**src/sv/efhd_pkg.sv**
```systemverilog
`timescale 1ns / 1ps
// Shared types and constants for the event FIFO with delete by handle.
// No dependencies; imported by the top level and its checker.

package efhd_pkg;

   localparam int CAPACITY_DEFAULT = 64;

   localparam int TIME_W     = 32;
   localparam int SOURCE_W   = 8;
   localparam int HANDLE_W   = 6;
   localparam int OCC_W      = 7;
   localparam int EVENT_W    = TIME_W + SOURCE_W;
   localparam int REQ_DATA_W = 48;
   localparam int RSP_DATA_W = 56;

   typedef enum logic [1:0] {
      CMD_ENQUEUE = 2'd0,
      CMD_DEQUEUE = 2'd1,
      CMD_PEEK    = 2'd2,
      CMD_DELETE  = 2'd3
   } cmd_type;

   typedef enum logic [1:0] {
      ST_OK         = 2'd0,
      ST_EMPTY      = 2'd1,
      ST_FULL       = 2'd2,
      ST_BAD_HANDLE = 2'd3
   } status_type;

endpackage

```
**src/sv/event_fifo_with_handle_delete.sv**
```systemverilog
`timescale 1ns / 1ps
// Event FIFO kept as a doubly linked list over slot memories, with delete by handle.
// Depends on efhd_pkg.
//
// Usage:
//   req channel: one command per item. req_tuser carries the command (enqueue,
//   dequeue, peek front, delete by handle), req_tdata the event time, source
//   and the slot handle for delete.
//   rsp channel: exactly one item per command: status in rsp_tuser, the
//   event fields, the handle and the occupancy after the command in rsp_tdata.
//   A result passes the command register, then the result register.
//   Throughput: one command per cycle unless rsp stalls. Every command reads the
//   slot memories once (data at the head, links at the head or at the handle)
//   and updates the list on leaving the command register; a write in flight is
//   forwarded to the following item's read, so back-to-back commands never wait.
//   The free slot is the lowest free one, found by a priority pick over the
//   per-slot used bits.
//   Reset empties the queue at once: all slots free, no clearing pass.
//   When the receiver stalls, the result register holds; one more command is
//   taken into the command register, then req_tready drops until rsp moves.

module event_fifo_with_handle_delete
   import efhd_pkg::*;
#(
   parameter int CAPACITY = CAPACITY_DEFAULT
) (
   input  logic                  clock,
   input  logic                  reset,
   input  logic                  req_tvalid,
   output logic                  req_tready,
   // [31:0] event_time, [39:32] event_source, [45:40] slot_handle, [47:46] zero
   input  logic [REQ_DATA_W-1:0] req_tdata,
   // [1:0] cmd
   input  logic [1:0]            req_tuser,
   output logic                  rsp_tvalid,
   input  logic                  rsp_tready,
   // [31:0] out_time, [39:32] out_source, [45:40] out_handle,
   // [52:46] occupancy, [55:53] zero
   output logic [RSP_DATA_W-1:0] rsp_tdata,
   // [1:0] status
   output logic [1:0]            rsp_tuser
);

   localparam int SLOT_W = (CAPACITY > 1) ? $clog2(CAPACITY) : 1;
   localparam int CNT_W  = $clog2(CAPACITY + 1);
   // one bit above the handle so the bound itself fits in the compare
   localparam int XW     = ((SLOT_W > HANDLE_W) ? SLOT_W : HANDLE_W) + 1;

   // slot memories
   logic [EVENT_W-1:0] event_mem [CAPACITY];
   logic [SLOT_W-1:0]  next_mem  [CAPACITY];
   logic [SLOT_W-1:0]  prev_mem  [CAPACITY];

   // command register
   logic                in_valid_ff;
   cmd_type             cmd_ff;
   logic [TIME_W-1:0]   time_ff;
   logic [SOURCE_W-1:0] source_ff;
   logic [HANDLE_W-1:0] handle_ff;

   // memory read data and write forwarding
   logic [EVENT_W-1:0] event_q_ff;
   logic [SLOT_W-1:0]  next_q_ff;
   logic [SLOT_W-1:0]  prev_q_ff;
   logic               fwd_event_hit_ff;
   logic [EVENT_W-1:0] fwd_event_ff;
   logic               fwd_next_hit_ff;
   logic [SLOT_W-1:0]  fwd_next_ff;
   logic               fwd_prev_hit_ff;
   logic [SLOT_W-1:0]  fwd_prev_ff;

   // list state
   logic [CAPACITY-1:0] used_ff, used_in;
   logic [SLOT_W-1:0]   head_ff, head_in;
   logic [SLOT_W-1:0]   tail_ff, tail_in;
   logic [CNT_W-1:0]    count_ff, count_in;

   // result register
   logic                out_valid_ff;
   status_type          status_ff, status_in;
   logic [TIME_W-1:0]   out_time_ff, out_time_in;
   logic [SOURCE_W-1:0] out_source_ff, out_source_in;
   logic [HANDLE_W-1:0] out_handle_ff, out_handle_in;
   logic [OCC_W-1:0]    occ_ff;

   logic               req_accept;
   logic               exec_fire;
   logic [EVENT_W-1:0] rd_event;
   logic [SLOT_W-1:0]  rd_next;
   logic [SLOT_W-1:0]  rd_prev;
   logic [XW-1:0]      hx;
   logic [SLOT_W-1:0]  h_idx;
   logic               h_ok;
   logic [XW-1:0]      req_hx;
   logic [SLOT_W-1:0]  req_h_idx;
   cmd_type            req_cmd;
   logic [SLOT_W-1:0]  free_slot;

   logic               event_we, next_we, prev_we;
   logic [SLOT_W-1:0]  event_waddr, next_waddr, prev_waddr;
   logic [EVENT_W-1:0] event_wdata;
   logic [SLOT_W-1:0]  next_wdata, prev_wdata;
   logic [SLOT_W-1:0]  event_raddr, next_raddr, prev_raddr;

   assign exec_fire  = in_valid_ff && (!out_valid_ff || rsp_tready);
   assign req_tready = !reset && (!in_valid_ff || exec_fire);
   assign req_accept = req_tvalid && req_tready;

   assign rd_event = fwd_event_hit_ff ? fwd_event_ff : event_q_ff;
   assign rd_next  = fwd_next_hit_ff  ? fwd_next_ff  : next_q_ff;
   assign rd_prev  = fwd_prev_hit_ff  ? fwd_prev_ff  : prev_q_ff;

   assign hx    = XW'(handle_ff);
   assign h_idx = hx[SLOT_W-1:0];
   assign h_ok  = hx < XW'(CAPACITY);

   assign req_cmd   = cmd_type'(req_tuser);
   assign req_hx    = XW'(req_tdata[TIME_W+SOURCE_W +: HANDLE_W]);
   assign req_h_idx = req_hx[SLOT_W-1:0];

   // lowest free slot
   always_comb begin
      free_slot = '0;
      for (int i = CAPACITY - 1; i >= 0; i--) begin
         if (!used_ff[i]) begin
            free_slot = SLOT_W'(i);
         end
      end
   end

   // one command: list update, memory writes and result
   always_comb begin
      logic              empty;
      logic              full;
      logic              do_unlink;
      logic [SLOT_W-1:0] victim;
      empty         = (count_ff == '0);
      full          = (count_ff == CNT_W'(CAPACITY));
      do_unlink     = 1'b0;
      victim        = (cmd_ff == CMD_DELETE) ? h_idx : head_ff;
      used_in       = used_ff;
      head_in       = head_ff;
      tail_in       = tail_ff;
      count_in      = count_ff;
      status_in     = ST_OK;
      out_time_in   = '0;
      out_source_in = '0;
      out_handle_in = '0;
      event_we      = 1'b0;
      event_waddr   = free_slot;
      event_wdata   = {source_ff, time_ff};
      next_we       = 1'b0;
      next_waddr    = tail_ff;
      next_wdata    = free_slot;
      prev_we       = 1'b0;
      prev_waddr    = free_slot;
      prev_wdata    = tail_ff;
      if (exec_fire) begin
         unique case (cmd_ff)
            CMD_ENQUEUE: begin
               if (full) begin
                  status_in = ST_FULL;
               end else begin
                  event_we           = 1'b1;
                  used_in[free_slot] = 1'b1;
                  prev_we            = 1'b1;
                  if (!empty) begin
                     next_we = 1'b1;
                  end else begin
                     head_in = free_slot;
                  end
                  tail_in       = free_slot;
                  count_in      = count_ff + CNT_W'(1);
                  out_handle_in = HANDLE_W'(free_slot);
               end
            end
            CMD_DEQUEUE, CMD_PEEK: begin
               if (empty) begin
                  status_in = ST_EMPTY;
               end else begin
                  out_time_in   = rd_event[TIME_W-1:0];
                  out_source_in = rd_event[EVENT_W-1:TIME_W];
                  out_handle_in = HANDLE_W'(head_ff);
                  do_unlink     = (cmd_ff == CMD_DEQUEUE);
               end
            end
            CMD_DELETE: begin
               if (!(h_ok && used_ff[h_idx])) begin
                  status_in = ST_BAD_HANDLE;
               end else begin
                  do_unlink = 1'b1;
               end
            end
            default: begin
               status_in = ST_OK;
            end
         endcase
         // head has no predecessor and tail no successor: stored links there are stale
         if (do_unlink) begin
            used_in[victim] = 1'b0;
            count_in        = count_ff - CNT_W'(1);
            if (victim != head_ff) begin
               next_we    = 1'b1;
               next_waddr = rd_prev;
               next_wdata = rd_next;
            end else begin
               head_in = rd_next;
            end
            if (victim != tail_ff) begin
               prev_we    = 1'b1;
               prev_waddr = rd_next;
               prev_wdata = rd_prev;
            end else begin
               tail_in = rd_prev;
            end
         end
      end
   end

   // read addresses for the next item follow the list as this command leaves it
   assign event_raddr = head_in;
   assign next_raddr  = (req_cmd == CMD_DELETE) ? req_h_idx : head_in;
   assign prev_raddr  = req_h_idx;

   always_ff @(posedge clock) begin
      if (event_we) begin
         event_mem[event_waddr] <= event_wdata;
      end
      if (next_we) begin
         next_mem[next_waddr] <= next_wdata;
      end
      if (prev_we) begin
         prev_mem[prev_waddr] <= prev_wdata;
      end
      if (req_accept) begin
         event_q_ff       <= event_mem[event_raddr];
         next_q_ff        <= next_mem[next_raddr];
         prev_q_ff        <= prev_mem[prev_raddr];
         fwd_event_hit_ff <= event_we && (event_waddr == event_raddr);
         fwd_event_ff     <= event_wdata;
         fwd_next_hit_ff  <= next_we && (next_waddr == next_raddr);
         fwd_next_ff      <= next_wdata;
         fwd_prev_hit_ff  <= prev_we && (prev_waddr == prev_raddr);
         fwd_prev_ff      <= prev_wdata;
      end
   end

   // command register
   always_ff @(posedge clock) begin
      if (reset) begin
         in_valid_ff <= 1'b0;
      end else if (req_accept) begin
         in_valid_ff <= 1'b1;
      end else if (exec_fire) begin
         in_valid_ff <= 1'b0;
      end
   end

   always_ff @(posedge clock) begin
      if (req_accept) begin
         cmd_ff    <= req_cmd;
         time_ff   <= req_tdata[TIME_W-1:0];
         source_ff <= req_tdata[TIME_W +: SOURCE_W];
         handle_ff <= req_tdata[TIME_W+SOURCE_W +: HANDLE_W];
      end
   end

   // list state
   always_ff @(posedge clock) begin
      if (reset) begin
         used_ff  <= '0;
         head_ff  <= '0;
         tail_ff  <= '0;
         count_ff <= '0;
      end else begin
         used_ff  <= used_in;
         head_ff  <= head_in;
         tail_ff  <= tail_in;
         count_ff <= count_in;
      end
   end

   // result register
   always_ff @(posedge clock) begin
      if (reset) begin
         out_valid_ff <= 1'b0;
      end else if (exec_fire) begin
         out_valid_ff <= 1'b1;
      end else if (rsp_tready) begin
         out_valid_ff <= 1'b0;
      end
   end

   always_ff @(posedge clock) begin
      if (exec_fire) begin
         status_ff     <= status_in;
         out_time_ff   <= out_time_in;
         out_source_ff <= out_source_in;
         out_handle_ff <= out_handle_in;
         occ_ff        <= OCC_W'(count_in);
      end
   end

   assign rsp_tvalid = out_valid_ff;
   assign rsp_tuser  = status_ff;
   assign rsp_tdata  = {3'b000, occ_ff, out_handle_ff, out_source_ff, out_time_ff};

endmodule

```
**config.mk**
```make
export PLATFORM = sky130hd
export DESIGN_NAME = event_fifo_with_handle_delete
export DESIGN_NICKNAME = d
export VERILOG_FILES = /design/src/sv/efhd_pkg.sv /design/src/sv/event_fifo_with_handle_delete.sv
export SDC_FILE = /design/constraint.sdc
export NUM_CORES = 2
export LEC_CHECK = 0
export BUFFER_PORTS_ARGS = -buffer_cell sky130_fd_sc_hd__buf_2
export CAP_MARGIN = 20
export CORE_MARGIN = 2
export CORE_UTILIZATION = 66
export DETAILED_ROUTE_END_ITERATION = 6
export GPL_TIMING_DRIVEN = 0
export PLACE_DENSITY = 0.83
export SYNTH_ARGS = -nofsm -noshare
export SYNTH_HDL_FRONTEND = slang
export SYNTH_SLANG_ARGS = --single-unit
```
**constraint.sdc**
```tcl
create_clock -name clock -period 14.4 [get_ports clock]
set_input_delay 2.16 -clock clock [delete_from_list [all_inputs] [get_ports clock]]
set_output_delay 2.16 -clock clock [all_outputs]
set_load 0.05 [all_outputs]
```
## After elaboration in Yosys (flattened, before gate mapping)

Memories as Yosys holds them, arrays and structs flattened. A register that Yosys moved wholly into a read port is not among the register bits.
Cells that the tools add are included.

| storage, ports and cells | value |
|---|---|
| register bits after elaboration | 243 |
| bits in writable memories | 3328 |
| bits of input ports | 54 |
| output and inout bits | 60 |
| word-level logic and storage cells | 204 |
| memories kept | 3 |

| operators by class | value |
|---|---|
| add/sub/neg operators | 2 |
| order comparisons | 6 |
| equality and inequality tests | 10 |
| mux-type cells | 138 |
| bitwise operators | 4 |
| reductions and logical operators | 20 |

Memory list:

| memory | words | width | rd ports | clocked after Yosys merged registers in | wr ports | RTL line | source |
|---|---|---|---|---|---|---|---|
| event_mem | 64 | 40 | 1 | 1 | 1 | event_fifo_with_handle_delete.sv:50 | `logic [EVENT_W-1:0] event_mem [CAPACITY];` |
| next_mem | 64 | 6 | 1 | 1 | 1 | event_fifo_with_handle_delete.sv:51 | `logic [SLOT_W-1:0] next_mem [CAPACITY];` |
| prev_mem | 64 | 6 | 1 | 1 | 1 | event_fifo_with_handle_delete.sv:52 | `logic [SLOT_W-1:0] prev_mem [CAPACITY];` |

Operators with widths:

| cell | number |
|---|---|
| 6-bit two-way mux | 92 |
| 64-bit two-way mux | 4 |
| 64-bit bitwise AND | 1 |
| 64-bit inverter | 1 |
| 64-bit bitwise OR | 1 |
| 40-bit two-way mux | 1 |
| 1-bit two-way mux | 29 |
| 6-bit by 7-bit < comparator with 1-bit output (second input constant) | 4 |
| 7-bit two-way mux | 4 |
| 6-bit == test | 3 |
| 1-bit demux with 6-bit select | 2 |
| 6-bit by 1-bit >= comparator with 1-bit output (second input constant) | 2 |
| 6-bit inequality test | 2 |
| 6-bit case mux with 2 select lines | 1 |
| 1-bit logical AND | 9 |
| 7-bit by 1-bit adder with 7-bit output (second input constant) | 1 |
| 7-bit == test (second input constant) | 1 |
| 7-bit zero test | 1 |
| 7-bit by 1-bit subtractor with 7-bit output (second input constant) | 1 |
| 1-bit binary-select mux with 6-bit select | 1 |
| 2-bit == test (second input constant) | 3 |
| 2-bit case mux with 3 select lines | 1 |
| 2-bit two-way mux | 2 |
| 2-bit nonzero test | 2 |
| other kinds (7) | 11 |

## Logic depth before layout (Yosys ltp)

| depth | value |
|---|---|
| word-level depth | 74 |
| mapped depth | 19 |
| gate-level depth less buffers | 15 |

## Worst setup path before layout

No wires, ideal clock.

| timing | value |
|---|---|
| path type | in2reg |
| start | input rsp_tready |
| end | register fwd_prev_ff[2] (data pin) |
| setup time | 710 ps |
| arrival time | 7925 ps |
| data required time | 13690 ps |
| setup slack | 5765 ps |
| stages on the path | 8 |
| path buffers | 3 |
| path through | nor2b_1 -> nand2b_1 -> inv_1 -> clkbuf_1 -> nand3_1 -> buf_2 -> clkbuf_1 -> o21ai_0 |

| on the way | value |
|---|---|
| longest elaborated chain between the ends | 3 |

Ends and longest elaborated chain:

| element | RTL line | source |
|---|---|---|
| from (decl) | event_fifo_with_handle_delete.sv:36 | `input logic rsp_tready,` |
| 1-bit logical OR | event_fifo_with_handle_delete.sv:105 | `assign exec_fire = in_valid_ff && (!out_valid_ff \|\| rsp_tready);` |
| 1-bit logical AND | event_fifo_with_handle_delete.sv:105 |  |
| via exec_fire | event_fifo_with_handle_delete.sv:87 | `logic exec_fire;` |
| 6-bit two-way mux | event_fifo_with_handle_delete.sv:158 | `if (exec_fire) begin` |
| via prev_wdata[2] | event_fifo_with_handle_delete.sv:102 | `logic [SLOT_W-1:0] next_wdata, prev_wdata;` |
| to (signal assigned) | event_fifo_with_handle_delete.sv:244 | `fwd_prev_ff <= prev_wdata;` |
| to (decl) | event_fifo_with_handle_delete.sv:70 | `logic [SLOT_W-1:0] fwd_prev_ff;` |

The timed path passes the listed nets, and every way through them passes these cells.
A chain may end at the register's enable or synchronous reset.

## Worst setup path after layout

| timing | value |
|---|---|
| start | input rsp_tready |
| end | register event_q_ff[35], read port of event_mem (data pin) |

| on the way | value |
|---|---|
| longest elaborated chain between the ends | 5 |
| elaborated cells between the ends (all ways) | 6 |
| those cells by class | 1 x mux; 5 x reduce/logical |

Ends and longest elaborated chain:

| element | RTL line | source |
|---|---|---|
| 1-bit logical OR (*) | event_fifo_with_handle_delete.sv:105 |  |
| 1-bit logical AND (*) | event_fifo_with_handle_delete.sv:105 |  |
| via exec_fire | event_fifo_with_handle_delete.sv:87 |  |
| 1-bit logical OR | event_fifo_with_handle_delete.sv:106 | `assign req_tready = !reset && (!in_valid_ff \|\| exec_fire);` |
| 1-bit logical AND | event_fifo_with_handle_delete.sv:106 |  |
| 1-bit logical AND | event_fifo_with_handle_delete.sv:107 | `assign req_accept = req_tvalid && req_tready;` |
| to (decl) | event_fifo_with_handle_delete.sv:62 | `logic [EVENT_W-1:0] event_q_ff;` |

Mark *: on every way through the listed nets, which the timed path passes. The rest lies on a longest branch.

==> flow_metrics.tcl <==
set metrics [dict create \
    core_mm2 0.2144 \
    tightestPinTransition_ps 1630 \
    async_flop_share 0 \
    hold_path_class "reg -> reg" \
    worstPathRequired_ps 15270 \
    cp_slowest_stage_delay_ps 1270 \
    max_cap_viol_count 1 \
    max-vdd-ir-drop_mv 0.1488 \
    hold_viol 0 \
    final_core_util 0.7610 \
    grt.busiest_layer "met2" \
    initial_core_util 0.6638 \
    violations "design-rule violations, max-capacitance violations, max-slew violations" \
    finalSetupViolCount 0 \
    critPathKind "in -> reg" \
    antenna_found_initial 68 \
    crit_chain "buf_2 > nor2b_1 > nand2b_1 > inv_1 > clkbuf_4 > buf_16 > o311ai_2 > o221ai_2 > clkbuf_1 > buf_2 > buf_4 > mux2i_1 > o21ai_0 > and4_1" \
    status "finished with violations" \
    grt_pass1_vias 84340 \
    dpl.cell_count 10310 \
    cts_root_buf "clkbuf_16" \
    clk_path_buf_depth 4 \
    grt_overflow 0 \
    yosysWarnings 0 \
    max_slew_margin -0.09795 \
    crit_slowest_cell "o21ai_0" \
    path_common_cell "buf_2" \
    synth_top_area_cell "edfxtp_1" \
    period_share 0.5297 \
    grt_pass1_wl_um 651500 \
    fmax_ghz 0.1311 \
    dpl.hpwl_um 273000 \
    globalplace.congestion 0.9726 \
    fin_total_pwr_uw 22600 \
    drt-pass1-iter-count 7 \
    syn_to_final_growth_pct 14.65 \
    htree_levels 5 \
    detail_route.iter0.violations 18740 \
    met1_usage 0.5412 \
    drc 62 \
    cp_max_fo 36 \
    clk_pin_slew_ps 70 \
    arrival_ps 8500 \
    wirelength_um 471500 \
    critPathLaunchType "primary input" \
    clkLatencyLatePin_ps 1050 \
    gr-usage-met2 0.6353 \
    grt_start_max_net_pins 66 \
    nFillCells 10310 \
    cts_tree "done" \
    power.density_mw_per_mm2 138.5 \
    p_leak_uw 0.05160 \
    viasPerCell 7.853 \
    io_pins 114 \
    skew_ps 70.56 \
    port-buffer-count 107 \
    dieWidth_um 468.4 \
    vias 86580 \
    ctsHoldBuffers 0 \
    synth_edf_count 3538 \
    rows 170 \
    synth-main-ff-cell "edfxtp_1" \
    min_period_ps 7628 \
    wire_per_inst_um 42.77 \
    crit_family "buffers and inverters" \
    rsz0062_at_grt "false" \
    cts_resized 0 \
    slew_viol_final 10 \
    nNetsFinal 7928 \
    drive_gt1_frac 0.2350 \
    fin_setup_tns_ps 0 \
    critical_path_buf_inv_count 7 \
    ys_seq_area_frac 0.7584 \
    end_kind "flip-flop" \
    ys_ff_latch 3623 \
    clkSinkCount 3623 \
    track_usage 0.4326 \
    cts_buffers 354 \
    synth_area_mm2 0.1423 \
    syn_avg_cell_area_um2 19.83 \
    synth_area_leaders "edfxtp_1, mux4_2, mux2i_1" \
    timing.hold.ws_ps 534.1 \
    die_y_um 468.4 \
    stdcell_count 11030 \
    grt_use_met3 0.1766 \
    cts_setup_buffers 0 \
    syn-instance-count 7177 \
    yosys.area.top_type_share 0.7465 \
    dieArea_mm2 0.2194 \
    ant_nets 0 \
    synth.distinct_cells 86 \
]
[worst paths after layout]
path              slack, ps  depth (start not counted)                startpoint                  endpoint
setup / recovery       6770                         14                rsp_tready  event_q_ff[35]$_DFFE_PP_
hold / removal          530                          2  in_valid_ff$_SDFFE_PP0P_   rsp_tvalid$_SDFFE_PP0P_
setup reg to reg       7090                         13        h_idx[2]$_DFFE_PP_  event_q_ff[35]$_DFFE_PP_
hold reg to reg         530                          2  in_valid_ff$_SDFFE_PP0P_   rsp_tvalid$_SDFFE_PP0P_
[where the power goes]
part | total [uW] | internal, uW | switching, uW
sequential | 11600 | 11600 | 34.9
clock | 9470 | 5310 | 4160
combinational | 1530 | 532 | 998
total | 22600 | 17400 | 5190
[worst register-to-register path, delay by kind of cell (launching register included)]
kind | cells | cell delay [ps]
flops | 1 | 530
mux | 1 | 200
buf+inv | 3 | 1740
compound gates | 5 | 3140
simple gates | 4 | 1580
[stage by stage]
stage / area (um2) / worst slack (ps)
3_5_place_dp: 151200 / 6492
2_1_floorplan: 142300 / 5765
5_1_grt: 163100 / 6915
6_report: 163200 / 6772
3_3_place_gp: 146400 / 265.9
4_1_cts: 162500 / 7458
[placed cells by master, fill, tap and decap left out, drive strengths merged, types with 19 or more instances in the layout]
cell    count
nor3       28
buf       555
nor2b      34
bufinv     41
clkinv    141
o22ai      51
a211oi     84
o211ai     30
a21oi     117
a222oi     19
nand2     404
and4       35
a31oi      73
a221oi    116
edfxtp   3538
nor2      404
a22oi      39
nand4      35
mux2i     360
clkbuf    620
dfxtp      85
nand3      47
nand2b     22
xnor2      28
diode      51
mux4      782
mux2       21
o21ai     181
inv        38
and3       47
[area by class of cell]
cell class	count	area [um2]	area share
clock inverters	200	2026	0.01241
multi-input cells	3106	32830	0.2012
well taps	2838	3551	0.02176
plain buffers	418	2032	0.01245
flip-flops and latches	3623	107900	0.6615
repair buffers	333	5284	0.03238
clock buffers	424	9256	0.05673
inverters	32	120.1	0.0007361
diodes	51	127.6	0.0007821
[synthesized netlist by cell type (73+ instances only)]
cell,number
o21ai_0,161
dfxtp_1,85
mux2i_1,360
clkbuf_1,184
a211oi_1,83
a31oi_1,73
a21oi_1,116
a221oi_1,116
edfxtp_1,3538
mux4_2,782
nor2_1,404
nand2_1,403
buf_2,112
[per-layer routing]
layer	vias to the layer above	routed length (um)
met4	44	39540
met1	42440	141500
met3	2630	80230
li1	31130	-
met2	10330	209300
met5	-	862
[flip-flops by register name, summed over array words and instances (netlist names), 32 cells and up]
register and flops:
fwd_event_ff 40, next_mem 384, time_ff 32, prev_mem 384
event_mem 2560, out_time_ff 32, used_ff 64, event_q_ff 40
[cell families after synthesis]
| family | count (synthesis) | share of synthesized area |
|---|---|---|
| flip-flops | 3623 | 0.7584 |
| multiplexers | 1163 | 0.1507 |
| AND/OR/NAND/NOR | 1114 | 0.03541 |
| AO/OA/AOI/OAI | 787 | 0.03775 |
| buffers and inverters | 450 | 0.01509 |
| XOR/XNOR | 33 | 0.002031 |
| adder cells (fa/ha/maj) | 6 | 0.0005275 |
| other | 1 | 0.00002635 |
Note: power is estimated with default switching activity, not from simulation.
